<file path="src/rtl/mnrt_ram.sv">
`timescale 1ns / 1ps
// ----------------------------------------------------------------------------
// mnrt_ram
// Generic single write port RAM with one registered read port.
// ----------------------------------------------------------------------------
module mnrt_ram #(
	parameter int WIDTH = 8,
	parameter int DEPTH = 32,
	localparam int AW = (DEPTH > 1) ? $clog2(DEPTH) : 1
) (
	input  logic             clk,
	input  logic             we,
	input  logic [AW-1:0]    waddr,
	input  logic [WIDTH-1:0] wdata,
	input  logic [AW-1:0]    raddr,
	output logic [WIDTH-1:0] rdata
);

	logic [WIDTH-1:0] mem [DEPTH];

	always_ff @(posedge clk) begin
		if (we) begin
			mem[waddr] <= wdata;
		end
		rdata <= mem[raddr];
	end

endmodule

</file>
<file path="config.mk">
export PLATFORM = sky130hd
export DESIGN_NAME = mnrt_ram
export DESIGN_NICKNAME = d
export VERILOG_FILES = /design/src/rtl/mnrt_ram.sv
export SDC_FILE = /design/constraint.sdc
export NUM_CORES = 1
export LEC_CHECK = 0
export ABC_AREA = 1
export BUFFER_PORTS_ARGS = -buffer_cell sky130_fd_sc_hd__buf_2
export CORE_AREA = 2 2 236 122
export DETAILED_ROUTE_END_ITERATION = 6
export DIE_AREA = 0 0 238 124
export SLEW_MARGIN = 0
export SYNTH_ARGS = -nofsm -noshare
export SYNTH_HDL_FRONTEND = slang
export SYNTH_SLANG_ARGS = --single-unit
export TNS_END_PERCENT = 30
</file>
<file path="constraint.sdc">
create_clock -name clk -period 2.2 [get_ports clk]
set_clock_uncertainty 0.15 [all_clocks]
set_input_delay 0.22 -clock clk [delete_from_list [all_inputs] [get_ports clk]]
set_output_delay 0.22 -clock clk [all_outputs]
set_load 0.05 [all_outputs]
</file>
* After elaboration in Yosys (flattened, before gate mapping)
Memories as Yosys holds them, arrays and structs flattened. A register that Yosys moved wholly into a read port is not among the register bits.
Cells that the tools add are included.
** Storage, ports and cells
- Bits in registers :: 0
- Bits in writable memories :: 256
- Input port bits :: 20
- Output and inout bits :: 8
- Word-level logic and storage cells :: 3
- Memories :: 1
** Memory list
- mem :: words 32, bits a word 8, rd ports 1, clocked after memory_dff 1, write ports 1, line 19 : logic [WIDTH-1:0] mem [DEPTH];
** Operators by class
- Muxes and demuxes :: 2
** Operators with widths (count)
- 1-bit 2-to-1 mux :: 2

* Depth between registers and ports, before layout
- Depth in word-level cells :: 2
- Depth in mapped cells :: 11
- Mapped depth without buffers :: 9

* Worst setup path before layout
No wires, ideal clock.
- Kind :: input port to flip-flop
- Start :: in waddr[0]
- End :: mem mem[0][0], enable pin
- Setup time :: 370 ps
- Arrival time :: 884 ps
- Data required time :: 1680 ps
- Setup slack :: 796 ps
- Cell stages on the path :: 3
- Buffers on the path :: 0
- Cell sequence :: inv_1 nand3_1 nor2_1
** RTL lines
- start: declaration :: line 13 : input logic [AW-1:0] waddr,
- end: declaration :: line 19
No word-level cell before the write port.

* Final worst setup path
- Start :: reg rdata[3] (read register of mem)
- End :: out rdata[3]
** RTL lines
- start: declaration :: line 16 : output logic [WIDTH-1:0] rdata
No word-level cell between the ends.

==> flow_summary.toml <==
[setup_path]
max_stage_delay_ns = 0.36
end_kind = "output pin"
cp.required_ns = 1.83
crit_cells = 1
path_max_fanout = 1
crit_buf_inv = 1
reg2reg_depth = 8
crit_slowest_cell = "dfxtp_1"
worst_ep_arrival_time_ns = 1.16
cp-start-kind = "flop"
worstSetupPathType = "flop to output pin"
crit_chain = "buf_2"
critical_path.top_delay_family = "flip-flops"

[sta]
min_period_over_period_pct = 69.8
drv_slew = 0
finalSetupViolCount = 0
min_period_ns = 1.53
setup_tns_ns = 0
relSlewSlack_pct = 48.2
hold_violations = 0
timing.final.ws_setup_ns = 0.665
fmax_mhz = 652
rsz0062_at_grt = "false"
worst_slew_pin_slew_ns = 0.777

[place]
post-place-ws_ns = 0.382
dp_hpwl_um = 17200
place.port_buffers = 27
dpl-instance-area_um2 = 11400
gp_congestion = 0.849

[clock_tree]
numCtsBuffers = 23
post_cts_buffers = 0
cts-root-buf = "clkbuf_16"
cts_resized = 0
cts_buffer_depth = 3
htree_levels = 1
insertion_delay_ns = 0.53
cts_tree = "done"
cts-hold-fix-buffers = 1
clk_pin_slew_ns = 0.07
clkSinkCount = 264

[worst_hold_path]
hp-class = "primary input to flop"
whs_path_depth = 5

[routing]
vias = 7032
drc = 0
drt-vias-per-instance = 5.23
drt_iter0_drc = 960
final_antenna_net_count = 0
first_pass_iters = 5
wl_um = 28500
wl_per_cell_um = 21.2

[synthesis]
ys_types = 12
ys_seq_elements = 264
synthesis.nets = 942
syn_area_per_cell_um2 = 11.7
synth_largest_area_cell = "edfxtp_1"
ys_warn_count = 0
yosys-top-cells-area = "edfxtp_1 (71%), nand2_1 (13%), nand3_1 (9.5%)"
synthCells = 922
yosysTopAreaCellShare_pct = 71.3
netlist_area_um2 = 10800
seq_area_frac_synth_pct = 72.8

[global_routing]
gr-total-overflow = 0
grt_pass1_wl_um = 43000
grt_pass1_vias = 6634
track_usage_pct = 19.9
antenna_found_initial = 1
grt_max_degree = 112

[status]
outcome = "completed"

[layout]
drive_above_1_share_pct = 10.9
diodes = 0
post-route-util_pct = 44.4
synthToLayoutAreaGrowth_pct = 12.6
design_area_um2 = 12100
final_nets = 988

[pwr]
p_per_area_nw_per_um2 = 874
peakVddDrop_mv = 0.583
p_leak_uw = 0.00452

[die]
start_util_pct = 39.5
core_area_um2 = 27300
die_y_um = 124
io_pins = 28
num_rows = 43
dieArea_um2 = 29500
die_w_um = 238

[flow_run]
drv_cap = 0
logic make-up (layout without fill, tap and decap cells):
family | after synthesis | count (layout) | synth area share (%)
flip-flops | 264 | 264 | 72.8
buffers and inverters | 62 | 124 | 4.14
AND/OR/NAND/NOR | 596 | 596 | 23.1
routing by layer:
layer	track usage (%)	part of all wire, %
met3	5.10	12
met1	33.1	50
met4	2.93	0.98
met5	1.85	0.25
met2	25.5	37
sequential cells by signal (all words and copies together) (netlist names):
signal  cells
rdata       8
mem       256
Yosys cell counts (all sizes together):
cell type  number
nand2         360
nor2           32
dfxtp           8
edfxtp        256
clkbuf          7
inv            10
nand3         204
buf            45
per-stage QoR:
step	total power [uW]	cells	hold WS (ns)
after CTS	10700	1344	0.0161
after detailed placement	6480	1302	0.422
after global placement	6470	1302	0.418
after floorplan	6180	922	0.169
final	10600	1344	0.0400
after global routing	11000	1344	0.0669
path summary, 6_finish.rpt:
check                             from  slack [ns]          endpoint
setup / recovery      rdata[3]$_DFF_P_        0.67          rdata[3]
hold / removal                raddr[3]        0.04  rdata[0]$_DFF_P_
setup reg to reg  mem[16][5]$_DFFE_PP_        0.82  rdata[5]$_DFF_P_
hold reg to reg    mem[0][1]$_DFFE_PP_        0.60  rdata[1]$_DFF_P_
cell type report:
type / count / area, um2
Clock buffer: 26 / 587
Multi-Input combinational cell: 596 / 2490
Sequential cell: 264 / 7850
Fill cell: 2488 / 15200
Clock inverter: 15 / 178
Timing Repair Buffer: 73 / 548
Inverter: 10 / 40.0
Tap cell: 360 / 450
cells in the final DEF (no fill, tap or decap):
| cell type | instances |
|---|---|
| clkinv_2 | 4 |
| inv_4 | 1 |
| bufinv_16 | 4 |
| inv_8 | 1 |
| clkbuf_16 | 23 |
| edfxtp_1 | 256 |
| buf_12 | 5 |
| dfxtp_1 | 8 |
| clkbuf_1 | 3 |
| nor2_1 | 32 |
| clkinv_1 | 5 |
| buf_4 | 41 |
| inv_1 | 8 |
| buf_2 | 26 |
| nand2_1 | 360 |
| dlygate4sd3_1 | 1 |
| nand3_1 | 204 |
| clkinvlp_4 | 1 |
| inv_2 | 1 |
power breakdown:
| part | total [uW] | switching (uW) | internal, uW | leakage [uW] |
|---|---|---|---|---|
| clock network | 4240 | 1840 | 2400 | 0.000373 |
| logic | 764 | 580 | 184 | 0.00177 |
| registers | 5610 | 23.4 | 5590 | 0.00237 |
Power figures use the tool's default switching activity.
