`src/rtl/mnrt_pkg.sv`:
```
`timescale 1ns / 1ps
// ----------------------------------------------------------------------------
// mnrt_pkg
// Shared types, codes and constants of the mesh neighbor and route table.
// ----------------------------------------------------------------------------
package mnrt_pkg;

	localparam int NEIGHBOR_SLOTS_DEF = 32;
	localparam int ROUTE_SLOTS_DEF    = 32;

	localparam logic [1:0] CMD_RECORD = 2'd0;
	localparam logic [1:0] CMD_LOOKUP = 2'd1;
	localparam logic [1:0] CMD_PRUNE  = 2'd2;
	localparam logic [1:0] CMD_COUNT  = 2'd3;

	localparam logic [1:0] CFG_SELF_ID  = 2'd0;
	localparam logic [1:0] CFG_MAX_HOPS = 2'd1;
	localparam logic [1:0] CFG_RT_TMO   = 2'd2;
	localparam logic [1:0] CFG_NBR_TMO  = 2'd3;

	localparam logic [15:0] SELF_ID_RST  = 16'd0;
	localparam logic [7:0]  MAX_HOPS_RST = 8'd8;
	localparam logic [31:0] RT_TMO_RST   = 32'd600000;
	localparam logic [31:0] NBR_TMO_RST  = 32'd300000;

	localparam logic [2:0]        ALL_BANDS  = 3'h7;
	localparam logic signed [7:0] OFF_BAND_S = -8'sd90;
	localparam logic signed [7:0] STR_FLOOR  = -8'sd128;
	localparam logic [1:0]        BAND_ALT   = 2'h3;

	localparam int NBR_W = 16 + 3 + 24 + 32;
	localparam int RT_W  = 16 + 16 + 8 + 8 + 2 + 32;

	typedef enum logic [2:0] {
		S_IDLE,
		S_SCAN,
		S_NWR,
		S_RWR,
		S_DONE
	} state_t;

	typedef enum logic [2:0] {
		PH_NADD,
		PH_RELAY_RT,
		PH_RADD,
		PH_BEACON,
		PH_LOOK_N,
		PH_LOOK_R,
		PH_PRUNE,
		PH_COUNT
	} phase_t;

	typedef struct packed {
		logic hit;
		logic older;
		logic younger;
	} cmp_t;

	function automatic logic [1:0] band_slot(input logic [1:0] b);
		return (b == BAND_ALT) ? 2'd0 : b;
	endfunction

endpackage

```
`src/rtl/mnrt_cmp.sv`:
```
`timescale 1ns / 1ps
// ----------------------------------------------------------------------------
// mnrt_cmp
// Shared entry compare unit: id match and wrapping age against a timeout.
// ----------------------------------------------------------------------------
module mnrt_cmp (
	input  logic        ent_vld,
	input  logic [15:0] ent_id,
	input  logic [15:0] key,
	input  logic [31:0] now,
	input  logic [31:0] stamp,
	input  logic [31:0] timeout,
	output mnrt_pkg::cmp_t res
);

	logic [31:0] age;

	always_comb begin
		age         = now - stamp;
		res.hit     = ent_vld && (ent_id == key);
		res.older   = ent_vld && (age > timeout);
		res.younger = ent_vld && (age < timeout);
	end

endmodule

```
`config.mk`:
```
export PLATFORM = sky130hd
export DESIGN_NAME = mnrt_cmp
export DESIGN_NICKNAME = d
export VERILOG_FILES = /design/src/rtl/mnrt_pkg.sv /design/src/rtl/mnrt_cmp.sv
export SDC_FILE = /design/constraint.sdc
export NUM_CORES = 1
export LEC_CHECK = 0
export BUFFER_PORTS_ARGS = -buffer_cell sky130_fd_sc_hd__buf_2
export CORE_ASPECT_RATIO = 2
export CORE_MARGIN = 5
export CORE_UTILIZATION = 46
export DETAILED_ROUTE_END_ITERATION = 10
export PLACE_DENSITY = 0.81
export SETUP_SLACK_MARGIN = 0.4
export SLEW_MARGIN = 10
export SYNTH_ARGS = -nofsm -noshare
export SYNTH_HDL_FRONTEND = slang
export SYNTH_SLANG_ARGS = --single-unit
```
`constraint.sdc`:
```
create_clock -name vclk -period 4.8
set_clock_uncertainty 0.2 [all_clocks]
set_input_delay 0.96 -clock vclk [all_inputs]
set_output_delay 0.96 -clock vclk [all_outputs]
set_load 0.1 [all_outputs]
```
# Yosys cells after proc, flatten, opt, wreduce, memory -nomap -nowiden
# Cells that the tools add are included.
# W data, S select, Z words.
# word_totals
in_bits	129
ff_bits	0
# classes
order_cmp	2
addsub	1
reduce_logical	3
eq_ne	1
# op_table
op	n
$gt A32 B32 Y1	1
$lt A32 B32 Y1	1
$sub A32 B32 Y32	1
$eq A16 B16 Y1	1
$logic_and A1 B1 Y1	3

# Logic depth before layout (Yosys ltp)
# Gate-level depths: netlist of the first run.
# logic_depth
ltp_word	3
depth_mapped	17

# Worst setup path after synthesis of the first run
# OpenSTA, ideal clock, no wires.
# synth_path
path_kind	input to output
from	input port now[0]
to	output port res[1] (netlist name)
path_stages	15
slack_ns	-1.272
arrival_ns	4.912
n_path_buf	0
cell_sequence	inv_1 > ha_1 > inv_1 > fa_1 > a21o_1 > a311o_2 > nand3_1 > a21oi_1 > a211oi_1 > xnor2_1 > ha_1 > nand4_1 > nor4_1 > a221oi_1 > nor2_1
# synth_lines
element	line	source
from (decl)	mnrt_cmp.sv:10	input logic [31:0] now,
to (decl)	mnrt_cmp.sv:13	output mnrt_pkg::cmp_t res

==> results of run 1 <==
==> kinds of logic after synthesis <==
logic type,after synthesis,synth area share [%]
muxes,2,0.661
AOI/OAI and AO/OA,130,30.1
and+or+nand+nor,110,18.5
xor gates and xnor gates,43,12.4
adders and majority gates,64,26.7
buffers and inverters,88,11.6
==> power by group through the flow <==
| stage | Sequential, mW | Combinational (mW) | Clock (mW) |
|---|---|---|---|
| detailed placement | 0 | 0.655 | 0 |
| global route | 0 | 0.808 | 0 |
| floorplan | 0 | 0.397 | 0 |
| finish | 0 | 0.743 | 0 |
| CTS | 0 | 0.682 | 0 |
| global placement | 0 | 0.629 | 0 |
==> placed cells by master, fill, tap and decap left out, drive strengths merged, types with 3 or more instances in the layout <==
cell type,Yosys,routed
o211ai,4,4
a221oi,4,4
a21oi,38,38
nand2b,3,3
ha,63,63
a21boi,5,5
o221ai,3,3
nand4,16,16
xor2,10,10
xnor2,33,33
a21o,28,28
buf,3,237
nor2,19,19
o21ai,16,16
a31oi,5,5
or3,3,3
and2,4,4
a211oi,5,5
nor3,8,8
nand3,10,10
nand2,32,32
o21bai,5,5
and3,5,5
inv,76,76
nor4,3,3
==> final timing paths <==
kind,end,cells after the start
worst max-delay path,res[0],18
worst min-delay path,res[1],4
==> metrics by stage <==
stage / util [%] / cell area (um2) / hold WS [ns]
2_1_floorplan: - / 3110 / 1.93
3_3_place_gp: 70.4 / 4590 / 2.14
3_5_place_dp: 70.4 / 4590 / 2.16
4_1_cts: 71.7 / 4670 / 2.14
5_1_grt: 74.0 / 4820 / 2.15
6_report: 74.0 / 4820 / 2.14
==> synthesized netlist by cell type (2+ instances only) <==
cell       n  area, um2
inv_1     76        285
ha_1      63        788
a21oi_1   35        175
xnor2_1   33        289
nand2_1   32        120
a21o_1    28        210
nor2_1    19       71.3
nand4_1   16        100
o21ai_0   14       70.1
xor2_1    10       87.6
nand3_1    9       45.0
clkbuf_1   8       30.0
nor3_1     8       40.0
a21boi_0   5       37.5
a31oi_1    5       31.3
and3_1     5       31.3
o21bai_1   5       37.5
a211oi_1   4       30.0
and2_1     4       25.0
a221oi_1   3       26.3
nand2b_1   3       18.8
nor4_1     3       18.8
o211ai_1   3       22.5
o221ai_1   3       26.3
a21oi_2    2       17.5
a311oi_1   2       17.5
a31o_2     2       17.5
buf_2      2       10.0
mux2i_1    2       20.0
o21a_1     2       15.0
or3_1      2       12.5
==> cell type report <==
| cell class | instances | area, um2 |
|---|---|---|
| tap | 88 | 110 |
| inverter | 76 | 298 |
| multi-input combinational | 349 | 2910 |
| fill | 493 | 1690 |
| timing repair buffer | 237 | 1510 |
==> metal layers <==
| metal | vias to the layer above | wire, um | global-route usage, % |
|---|---|---|---|
| met5 | - | 0 | 0 |
| met4 | 0 | 401 | 5.38 |
| met3 | 41 | 584 | 1.53 |
| met2 | 152 | 6090 | 46.8 |
| met1 | 1892 | 4330 | 27.1 |
| li1 | 2008 | - | - |
==> worst max-delay path, stage by stage <==
cell	delay (ns)
buf_2	0.10
inv_2	0.06
ha_4	0.19
a21o_1	0.17
or3_4	0.36
o21ai_4	0.21
buf_12	0.15
nand2_1	0.07
a211oi_2	0.25
xnor2_1	0.20
ha_1	0.30
a21o_1	0.17
a21o_1	0.17
a21oi_2	0.16
o21ai_1	0.11
a221oi_2	0.23
and2_4	0.20
buf_12	0.16
==> repair_timing <==
item / 4_1_cts / 5_1_grt
setup endpoints to repair: 2 / 2
resized for setup: 18 / 23
pin swaps: 26 / 28
hold buffers: 0 / 0
buffers inserted: 3 / 3
==> flow_summary_export.csv, run 1 <==
group,metric,value,unit
yosys,ys_seq_area_share,0,%
yosys,ys_types,60,
floorplan,die_area,0.00841,mm2
worst_setup_path,cp_data_required_time,3.64,ns
power,internal_power,0.366,mW
power,switchingPower,0.377,mW
min_path,hp-class,"in2out",
cells_and_area,drive_gt1_share,44.3,%
floorplan,std_cell_rows,42,
power,p_total,0.743,mW
sta,worst_slack,-0.609,ns
sta,finalSetupViolCount,2,
yosys,synth_nets,630,
sta,tns,-1.21,ns
drt,drt_pass1_iterations,4,
cells_and_area,design.seq.count,0,
place,post-dp-hpwl,8.81,mm
worst_setup_path,critPathArrivalTime,4.25,ns
drt,ant_nets,0,
place,place_ws,-0.754,ns
sta,drv_slew,0,
sta,fmax,185,MHz
sta,tightest_slew,0.493,ns
cells_and_area,nNetsFinal,857,
place,dp.cells,744,
power,power_leakage,2.68,nW
floorplan,die_h,125,um
drt,first_iter_violations,228,
power,seqPwrFrac,0,%
global_route,grt_pass1_wl,17.0,mm
sta,fin_crit_sh,113,%
yosys,synth_area,0.00303,mm2
drt,drcViolationCount,0,
min_path,hold_start,"ent_vld",
drt,vias_per_cell,5.46,
sta,min_period,5.41,ns
power,vdd_drop_max,0.0767,mV
yosys,yosysWarnings,0,
drt,routed_wl,11.4,mm
cells_and_area,final_cells,750,
yosys,avgSynthCellArea,6.93,um2
sta,hold_viol_final,0,
cells_and_area,synthToLayoutAreaGrowth,59.2,%
worst_setup_path,end_kind,"output port",
yosys,netlist_instances,437,
worst_setup_path,startpoint,"stamp[4]",
cells_and_area,nClkBuffers,0,
power,comb_power_share,100.0,%
floorplan,start_util,46.5,%
place,place_congestion,0.907,
worst_setup_path,worst-path-max-fanout,5,
floorplan,io_pins,132,
cells_and_area,seq_area,0,um2
place,port_buffers,132,
power,clkPwrFrac,0,%
global_route,grt_max_degree,11,
drt,vias,4093,
run,drv_cap,0,
worst_setup_path,worstSetupPathType,"in2out",
sta,maxSlewHeadroom,67.4,%
power,p_per_area,154,mW/mm2
worst_setup_path,crit_path_start_kind,"input pin",
global_route,grt_usage,24.2,%
outcome,violations,"setup timing",
global_route,grt_pass1_vias,4181,
sta,rsz0062_at_grt,"yes",
power,swShare,50.8,%
drt,wl_per_cell,15.2,um
cells_and_area,num_antenna_cells,0,
floorplan,fp.dieW,67.4,um
floorplan,core-area,0.00652,mm2
outcome,outcome,"finished with violations",
global_route,antenna_found_initial,0,
global_route,grt.overflow.total,0,
(Power assumes the default switching activity.)
==> run 2, diff against run 1 <==
--- a/config.mk
+++ b/config.mk
@@ -6,7 +6,7 @@
 export NUM_CORES = 1
 export LEC_CHECK = 0
 export BUFFER_PORTS_ARGS = -buffer_cell sky130_fd_sc_hd__buf_2
-export CORE_ASPECT_RATIO = 2
+export CORE_ASPECT_RATIO = 0.75
 export CORE_MARGIN = 5
 export CORE_UTILIZATION = 46
 export DETAILED_ROUTE_END_ITERATION = 10
==> flow_summary_export.csv, run 2 (synthesis gave the netlist of run 1 again) <==
group,metric,value,unit
worst_setup_path,critPathArrivalTime,4.28,ns
outcome,violations,"setup timing",
power,internal_power,0.367,mW
sta,fin_crit_sh,113,%
sta,tightest_slew,0.536,ns
sta,tns,-1.28,ns
power,seqPwrFrac,0,%
power,p_total,0.742,mW
cells_and_area,num-fill-cells,483,
power,comb_power_share,100.0,%
drt,routed_wl,11.3,mm
global_route,grt_pass1_vias,3877,
cells_and_area,final_common_cell,"buf_2",
floorplan,std_cell_rows,25,
sta,hold_viol_final,0,
min_path,hold_start,"ent_vld",
outcome,outcome,"finished with violations",
worst_setup_path,cp_data_required_time,3.64,ns
worst_setup_path,startpoint,"stamp[1]",
drt,first_iter_violations,288,
drt,drt_pass1_iterations,6,
drt,ant_nets,0,
worst_setup_path,crit_path_start_kind,"input pin",
cells_and_area,seq_area,0,um2
drt,wl_per_cell,15.1,um
floorplan,io_pins,132,
global_route,grt_max_degree,11,
power,clkPwrFrac,0,%
power,swShare,50.5,%
worst_setup_path,worstSetupPathType,"in2out",
floorplan,die_area,0.00832,mm2
global_route,antenna_found_initial,0,
global_route,grt.overflow.total,0,
global_route,grt.met1_usage,34.1,%
sta,fmax,184,MHz
min_path,hp-class,"in2out",
cells_and_area,drive_gt1_share,43.8,%
power,vdd_drop_max,0.0733,mV
run,drv_cap,0,
global_route,use_met3,1.85,%
place,port_buffers,132,
power,switchingPower,0.375,mW
worst_setup_path,end_kind,"output port",
sta,holdWs,2.14,ns
drt,drcViolationCount,0,
global_route,grt_pass1_wl,17.5,mm
place,place_congestion,0.989,
sta,min_period,5.44,ns
sta,worst_slack,-0.639,ns
floorplan,start_util,47.7,%
floorplan,fp.dieW,104,um
floorplan,core-area,0.00635,mm2
cells_and_area,final_cell_mix,"129 x buf_2, 112 x buf_4, 74 x inv_1",
sta,finalSetupViolCount,2,
sta,rsz0062_at_grt,"yes",
sta,maxSlewHeadroom,64.2,%
sta,drv_slew,0,
place,post-dp-hpwl,9.71,mm
floorplan,die_h,80.3,um
cells_and_area,nNetsFinal,864,
global_route,top_usage_layer,"met2",
cells_and_area,nClkBuffers,0,
drt,vias,4104,
drt,vias_per_cell,5.47,
global_route,grt_usage,24.4,%
clock_network,ctsHoldBuffers,0,
power,p_per_area,153,mW/mm2
cells_and_area,num_antenna_cells,0,
cells_and_area,synthToLayoutAreaGrowth,59.9,%
worst_setup_path,worst-path-max-fanout,4,
power,power_leakage,2.72,nW
cells_and_area,design.seq.count,0,
global_route,grt_use_met2,42.7,%
==> run 2: cell types whose count changed in the layout (fill, tap and decap cells not counted), moves of 2 or more <==
| cell | delta |
|---|---|
| nor2_2 | -2 |
| nand3_2 | -2 |
| ha_1 | +2 |
| a21oi_1 | -2 |
| nand3_1 | +2 |
| nor2_1 | +2 |
| buf_12 | -2 |
| buf_4 | +8 |
==> run 2: what timing repair did <==
action	CTS	global route
setup buffers	1	11
resized for setup	10	27
setup endpoints to repair	2	2
gates cloned	0	0
pin swaps	16	26
==> run 2: worst paths after layout <==
check,cells past startpoint,slack (ns),to
setup / recovery,19,-0.64,res[0]
hold / removal,4,2.14,res[1]
==> run 2: critical path: stages <==
cell       delay, ns
buf_2           0.07
inv_1           0.04
ha_1            0.26
or2b_4          0.28
a21oi_4         0.22
o21ai_4         0.11
buf_4           0.18
a2111oi_4       0.30
nor3_1          0.11
buf_4           0.14
xnor2_1         0.11
ha_1            0.31
a21o_1          0.19
a21o_1          0.19
a21oi_2         0.13
o21ai_1         0.09
a221oi_2        0.22
and2_4          0.20
buf_12          0.16
==> run 2: layout make-up <==
class	count	area (um2)	share of cell area (%)
inverter	76	298	6.15
tap	81	101	2.09
multi-input combinational	349	2900	59.9
timing repair buffer	244	1540	31.8
==> run 2: power by group through the flow <==
stage | clock [mW] | sequential [mW] | combinational [mW]
after global routing | 0 | 0 | 0.807
after global placement | 0 | 0 | 0.641
after detailed placement | 0 | 0 | 0.670
after CTS | 0 | 0 | 0.681
after floorplan | 0 | 0 | 0.397
final | 0 | 0 | 0.742
==> run 2: metal layers <==
layer	vias to the layer above	share of wire, %
met5	-	0
met4	0	1.7
met3	28	8.8
met2	203	46
met1	1847	44
li1	2026	-
==> run 2: metrics by stage <==
step	utilization, %	cell area [um2]	worst slack (ns)	cells
6_report	76.3	4840	-0.639	750
5_1_grt	76.3	4840	-0.808	750
4_1_cts	72.9	4630	-0.631	739
3_5_place_dp	72.2	4590	-0.745	738
3_3_place_gp	72.2	4590	-0.701	738
2_1_floorplan	-	3110	-0.373	437
